## src/hdl/gf256_mul_pow_inv_unit_assert.svh

```systemverilog
// Assertion macros shared by the GF(2^8) arithmetic unit.
// Depends on nothing; included by files that carry concurrent assertions.
`ifndef GF256_MUL_POW_INV_UNIT_ASSERT_SVH
`define GF256_MUL_POW_INV_UNIT_ASSERT_SVH

// Same-cycle implication, disabled during reset.
`define GFMPI_ASSERT_NOW(label, clk, rst_n, ante, cons) \
  label: assert property (@(posedge clk) disable iff (!rst_n) (ante) |-> (cons)) \
    else $error("gfmpi assertion failed");

// Next-cycle implication, disabled during reset.
`define GFMPI_ASSERT_NEXT(label, clk, rst_n, ante, cons) \
  label: assert property (@(posedge clk) disable iff (!rst_n) (ante) |=> (cons)) \
    else $error("gfmpi assertion failed");

`endif

```

## src/hdl/gfmpi_pkg.sv

```systemverilog
// Package for the GF(2^8) arithmetic unit: field constants, operation codes,
// the pipeline data type and the field product function. Depends on nothing.
`default_nettype none
package gfmpi_pkg;

  localparam int GF_BITS = 8;
  localparam logic [7:0] GF_REDUCE = 8'h1B;
  localparam logic [7:0] GF_TOPBIT = 8'h80;
  localparam int GF_INV_POWER = 254;
  localparam int EXPONENT_BITS_DEF = 32;

  localparam logic [1:0] FUNC_MUL = 2'd0;
  localparam logic [1:0] FUNC_POW = 2'd1;
  localparam logic [1:0] FUNC_INV = 2'd2;

  typedef struct packed {
    logic       valid;
    logic [7:0] acc;
    logic [7:0] base;
  } gfmpi_data_t;

  function automatic logic [7:0] gf_mul(input logic [7:0] x_in, input logic [7:0] y_in);
    logic [7:0] acc;
    logic [7:0] x;
    logic [7:0] y;
    acc = 8'h00;
    x = x_in;
    y = y_in;
    for (int k = 0; k < GF_BITS; k++) begin
      if (y[0]) begin
        acc = acc ^ x;
      end
      if ((x & GF_TOPBIT) != 8'h00) begin
        x = {x[6:0], 1'b0} ^ GF_REDUCE;
      end else begin
        x = {x[6:0], 1'b0};
      end
      y = {1'b0, y[7:1]};
    end
    return acc;
  endfunction

endpackage
`default_nettype wire

```

## src/hdl/gfmpi_stage.sv

```systemverilog
// One square-and-multiply pipeline stage: consumes the low exponent bit.
// Depends on gfmpi_pkg for the data type and the field product.
`default_nettype none
module gfmpi_stage
  import gfmpi_pkg::*;
#(
  parameter int EXPONENT_BITS = EXPONENT_BITS_DEF
) (
  input  wire logic                     clk,
  input  wire logic                     rst_n,
  input  wire logic                     en,
  input  wire gfmpi_data_t              d_in,
  input  wire logic [EXPONENT_BITS-1:0] exp_in,
  output gfmpi_data_t                   d_r,
  output logic      [EXPONENT_BITS-1:0] exp_r
);

  logic [7:0]               acc_nxt;
  logic [7:0]               base_nxt;
  logic [EXPONENT_BITS-1:0] exp_nxt;

  always_comb begin
    acc_nxt  = exp_in[0] ? gf_mul(d_in.acc, d_in.base) : d_in.acc;
    base_nxt = gf_mul(d_in.base, d_in.base);
    exp_nxt  = exp_in >> 1;
  end

  always_ff @(posedge clk) begin
    if (!rst_n) begin
      d_r.valid <= 1'b0;
    end else if (en) begin
      d_r.valid <= d_in.valid;
    end
    if (en) begin
      d_r.acc  <= acc_nxt;
      d_r.base <= base_nxt;
      exp_r    <= exp_nxt;
    end
  end

endmodule
`default_nettype wire

```

## src/hdl/gf256_mul_pow_inv_unit.sv

```systemverilog
// A result passes through the entry register and then one stage per exponent bit
// before it is offered. Throughput: one transaction per cycle unless stalled; each
// stage holds one squaring and one product unit. The whole pipeline advances
// together when the output register is free or taken. Reset clears every stage
// valid bit; data registers are not reset.
// Top level; depends on gfmpi_pkg, gfmpi_stage and the assertion macro header.
`default_nettype none
`include "gf256_mul_pow_inv_unit_assert.svh"
module gf256_mul_pow_inv_unit
  import gfmpi_pkg::*;
#(
  parameter int EXPONENT_BITS = EXPONENT_BITS_DEF
) (
  input  wire logic                     clk,
  input  wire logic                     rst_n,
  input  wire logic                     in_valid,
  output logic                          in_ready,
  input  wire logic [1:0]               in_func,
  input  wire logic [7:0]               in_operand_a,
  input  wire logic [7:0]               in_operand_b,
  input  wire logic [EXPONENT_BITS-1:0] in_exponent,
  output logic                          out_valid,
  input  wire logic                     out_ready,
  output logic [7:0]                    out_result_byte
);

  gfmpi_data_t              pipe  [EXPONENT_BITS+1];
  logic [EXPONENT_BITS-1:0] pexp  [EXPONENT_BITS+1];
  logic [EXPONENT_BITS:0]   valid_vec;
  logic                     advance;
  gfmpi_data_t              entry_nxt;
  logic [EXPONENT_BITS-1:0] entry_exp_nxt;

  assign advance         = !out_valid || out_ready;
  assign in_ready        = advance;
  assign out_valid       = pipe[EXPONENT_BITS].valid;
  assign out_result_byte = pipe[EXPONENT_BITS].acc;

  always_comb begin
    entry_nxt.valid = in_valid;
    entry_nxt.base  = in_operand_a;
    entry_nxt.acc   = 8'h01;
    entry_exp_nxt   = '0;
    unique case (in_func)
      FUNC_MUL: begin
        entry_nxt.acc = gf_mul(in_operand_a, in_operand_b);
      end
      FUNC_POW: begin
        entry_exp_nxt = in_exponent;
      end
      FUNC_INV: begin
        entry_exp_nxt = EXPONENT_BITS'(GF_INV_POWER);
      end
      default: begin
        entry_nxt.acc = 8'h00;
      end
    endcase
  end

  always_ff @(posedge clk) begin
    if (!rst_n) begin
      pipe[0].valid <= 1'b0;
    end else if (advance) begin
      pipe[0].valid <= entry_nxt.valid;
    end
    if (advance) begin
      pipe[0].acc  <= entry_nxt.acc;
      pipe[0].base <= entry_nxt.base;
      pexp[0]      <= entry_exp_nxt;
    end
  end

  assign valid_vec[0] = pipe[0].valid;

  for (genvar k = 0; k < EXPONENT_BITS; k++) begin : g_stage
    gfmpi_stage #(
      .EXPONENT_BITS(EXPONENT_BITS)
    ) u_stage (
      .clk   (clk),
      .rst_n (rst_n),
      .en    (advance),
      .d_in  (pipe[k]),
      .exp_in(pexp[k]),
      .d_r   (pipe[k+1]),
      .exp_r (pexp[k+1])
    );
    assign valid_vec[k+1] = pipe[k+1].valid;
  end

  `GFMPI_ASSERT_NEXT(a_stall_holds, clk, rst_n, !advance, $stable(valid_vec))
  `GFMPI_ASSERT_NEXT(a_accept_enters, clk, rst_n, in_valid && in_ready, pipe[0].valid)
  `GFMPI_ASSERT_NOW(a_drop_only_taken, clk, rst_n, $fell(out_valid) && $past(rst_n), $past(out_ready))

endmodule
`default_nettype wire

```

## config.mk

```make
export PLATFORM = sky130hd
export DESIGN_NAME = gf256_mul_pow_inv_unit
export DESIGN_NICKNAME = d
export VERILOG_FILES = /design/src/hdl/gfmpi_pkg.sv /design/src/hdl/gfmpi_stage.sv /design/src/hdl/gf256_mul_pow_inv_unit.sv
export VERILOG_INCLUDE_DIRS = /design/src /design/src/hdl
export SDC_FILE = /design/constraint.sdc
export NUM_CORES = 2
export LEC_CHECK = 0
export BUFFER_PORTS_ARGS = -buffer_cell sky130_fd_sc_hd__buf_2
export CORE_MARGIN = 2
export CORE_UTILIZATION = 44
export DETAILED_ROUTE_END_ITERATION = 7
export GPL_ROUTABILITY_DRIVEN = 1
export PLACE_DENSITY = 0.58
export SYNTH_ARGS = -nofsm -noshare
export SYNTH_HDL_FRONTEND = slang
export SYNTH_SLANG_ARGS = --single-unit
```

## constraint.sdc

```tcl
create_clock -name clk -period 50.1 [get_ports clk]
set_input_delay 5.01 -clock clk [delete_from_list [all_inputs] [get_ports clk]]
set_output_delay 5.01 -clock clk [all_outputs]
set_load 0.005 [all_outputs]
```

# Word-level counts from Yosys, hierarchy flattened

Index checks and enable logic that the tools add are counted.
Widths: inputs -> output; s select.

Register bits after elaboration: 1081
Input bits: 54

Equal/unequal tests: 2
Muxes and demuxes: 1008
Bitwise operators: 896
Reductions and logical operators: 4

Operators by type and width:

| operator           | count |
|---|---|
| $mux 8             | 558 |
| $xor 8x8->8        | 448 |
| $mux 5             | 448 |
| $not 4->4          | 448 |
| $pmux 32 s2        | 1 |
| $pmux 8 s2         | 1 |
| $eq 2x1->1 const B | 1 |
| $eq 2x2->1 const B | 1 |
| $logic_not 2->1    | 1 |
| $reduce_or 2->1    | 1 |
| $logic_not 1->1    | 1 |
| $logic_or 1x1->1   | 1 |

# Logic depth before layout (Yosys ltp)

Depth after elaboration: 24
Gate-level depth with buffers: 10

# Modules after synthesis

A second synthesis with hierarchy kept.

Cells, all modules: 9836
Area, all modules: 103516.8 sq um

By module, submodules not included:

| module                                | instances | cells an instance | area each (sq um) |
|---|---|---|---|
| gfmpi_stage (g_stage[10].u_stage ...) | 31        | 296               | 3116.7 |
| gfmpi_stage (g_stage[0].u_stage)      | 1         | 362               | 3593.4 |
| gf256_mul_pow_inv_unit                | 1         | 298               | 3304.4 |

# Worst setup path after synthesis

Ideal clock, no wire load.

Path type: in2out
Start: input out_ready
End: output in_ready
Arrival: 33.610 ns
Data required time: 45.090 ns
Setup slack: 11.480 ns
Stages: 4
Path buffers: 2
Path through: nor2b_1 -> clkbuf_1 -> inv_1 -> buf_1

Longest elaborated chain between the ends: 1

RTL lines:

| item             | RTL line                     | text |
|---|---|---|
| from (decl)      | gf256_mul_pow_inv_unit.sv:23 | `input wire logic out_ready,` |
| $logic_or 1x1->1 | gf256_mul_pow_inv_unit.sv:34 | `assign advance = !out_valid \|\| out_ready;` |
| to (decl)        | gf256_mul_pow_inv_unit.sv:17 | `output logic in_ready,` |

No other way between the ends.

# Final worst setup path

Same ends and word-level chain as after synthesis.

==> out/qor.txt <==
Status: finished, final reports clean
Post-CTS setup buffers: 0
Initial antenna violation count: 1
Starting Density: 0.4412
Final global-route overflow total: 0
WHS Path Cells: 0
Tmin final: 11.15 ns
Placer Congestion: 0.8306
Crit-path slowest cell: inv_8
Final setup margin: 38.95 ns
Mapped Cells: 10,480
Buffers on Ports: 63
Hpwl dp: 129,000 um
Worst Path Required: 45.09 ns
Max-cap violations: 0
Worst r2r src: g_stage[31].u_stage.d_r[16]$_SDFFE_PN0P_
Cell taking the most area after synthesis: edfxtp_1
CTS tree: yes
Fin. max-slew vios: 0
Period utilisation layout: 0.2226
Dpl ws: 38.81 ns
CTS H-Tree Depth: 4
Clock Skew: 0.04370 ns
Largest net degree at the start of global routing: 185
Area contributors post-synth: edfxtp_1 34%, xnor2_1 24%, nand2_1 9.7%
Share of cells above drive strength 1: 0.04674
Storage element area: 32,130 um2
Site Rows: 168
# resized after CTS: 0
Fillers: 19,800
Clk Latency, worst-skew pair: 0.80 ns
Detail Route Antenna Nets: 0
Synth warnings: 0
Cell Chain, Critical Path: buf_2, nor2b_2, buf_4, inv_8, buf_2
Critical Path End Type: output port
Mapped Area: 92,180 um2
Die Height: 461.7 um
WP buf/inv: 4
1st-iter DRT viols: 4,069
Max transition margin: 0.1720
CP top delay family: buffers and inverters
Die Area: 213,200 um2
Setup violators final: 0
Total number of vias: 65,449
Diode count: 0
Area of the multi-input gates: 55,770 um2
CP Class: in2out
Critical Path Fanout Max: 119
Detailed-route DRC error count: 0
Die span in x: 461.7 um
Hold Crit Class: reg2reg
Root Driver: clkbuf_16
WP depth: 5
Global-route wire length before repair: 330,800 um
Bufs on Longest Clock Path: 3
Startpoint types: input pin
Post-synth EDFFs: 1,048
Critical path's most frequent cell: buf_2
Inserted Clock Buffers: 130
Setup TNS: 0 ns
Ys async rst share: 0
Worst Setup SP: out_ready
Worst reg-to-reg path cell count: 6
Hold path start: g_stage[17].u_stage.exp_r[3]$_DFFE_PP_
Max frequency: 89.68 MHz
Hold Vio Cnt, Final: 0
RSZ-0062 raised after global routing: false
Vias in the first global route: 63,671
Hold Worst Slack: 0.4001 ns
DRT Wirelength: 198,300 um
Post-synthesis cell type count: 74
Drt wl/cell: 15.52 um
Area delta synth->final: 5.150%
Cts hold-fix bufs: 0
Sequential share of the synthesized area: 0.3486
I/O Pins: 64
Core ar.: 208,900 um2
Syn Nets: 10,569
Nets@finish: 9,965
Top-area cell type share of the netlist area: 0.3414
Clock slew at reported path FFs: 0.05 ns
Worst-margin pin slew: 1.242 ns
Slowest cell delay on critical path: 0.50 ns
Most used DFF post-synth: edfxtp_1
Syn Area/Cell: 8.796 um2
CTS sink cnt: 1,081
Synthesized flop and latch total: 1,081
GR Util All Layers: 0.1846
Vias per inst: 5.123
Drt pass-1 iters: 6
Crit path DAT: 6.14 ns
Final Core Density: 0.4639
## cell usage in the layout (no fill, tap or decap), types with 72 or more instances in the layout
cell and n:
nor2_1 568, edfxtp_1 1048, a22oi_1 134, mux2i_1 101
xor2_2 72, o21ai_0 314, nand2_1 2380, inv_1 146
a21oi_1 518, nand3_1 89, xnor2_1 2560, xor2_1 908
clkbuf_16 132
## metal layers
layer,part of all wire,GRT usage,vias up
li1,-,-,32719
met4,0.017,0.04862,0
met3,0.037,0.02219,239
met5,0,0,-
met1,0.46,0.2471,31329
met2,0.49,0.3146,1162
## stage by stage
| step | instance area (um2) | instances |
|---|---|---|
| 5_1_grt | 96930 | 12776 |
| 3_3_place_gp | 92780 | 12549 |
| 3_5_place_dp | 92780 | 12549 |
| 4_1_cts | 96930 | 12776 |
| 6_report | 96930 | 12776 |
| 2_1_floorplan | 92180 | 10480 |
## worst register-to-register path, stage by stage (launching register included)
cell and delay (ns):
dfxtp_1 0.30, nor2b_2 0.14, buf_4 0.24, inv_8 0.51, buf_4 0.80, buf_4 0.85
buf_4 0.79
## state kept, by name, indices dropped and copies added (netlist names)
register / count
g_stage.u_stage.d_r: 536
g_stage.u_stage.exp_r: 496
pexp: 32
pipe: 17
## cells in the mapped netlist, drive strengths merged, types with 33 or more instances
cell type  instances
and3              40
edfxtp          1048
a22oi            134
nor2             568
nand2b            65
o211ai            36
mux2              34
o21ai            317
nor2b             72
dfxtp             33
a21boi            48
nand2           2380
inv              148
ha                35
nand3             89
mux2i            101
buf              324
clkbuf           532
a21oi            518
xnor2           2569
xor2            1008
## cell type report
cell class              instances  area share
clock buffers                 152     0.03485
clock inverters                75    0.007965
flip-flops and latches       1081      0.3315
inverters                     157    0.006158
repair buffers                120    0.007926
multi-input cells            8386      0.5754
well taps                    2805     0.03621
## worst paths after layout
kind                                                  to  slack (ns)
setup / recovery                                in_ready       38.95
hold / removal    g_stage[18].u_stage.exp_r[2]$_DFFE_PP_        0.40
setup reg to reg   g_stage[13].u_stage.d_r[10]$_DFFE_PP_       46.04
hold reg to reg   g_stage[18].u_stage.exp_r[2]$_DFFE_PP_        0.40
## logic make-up (layout without fill, tap and decap cells)
kind of cell | after synthesis | in the layout | share of synthesized area
mux | 135 | 135 | 0.01512
simple gates | 3340 | 3340 | 0.1459
flops | 1081 | 1081 | 0.3486
compound gates | 1286 | 1286 | 0.08359
buf+inv | 1013 | 504 | 0.04644
fa+ha+maj | 35 | 35 | 0.004751
xor+xnor | 3590 | 3590 | 0.3556
Power is not shown: default switching activity piles up to over one toggle a cycle in this logic, so the estimate is an artifact.
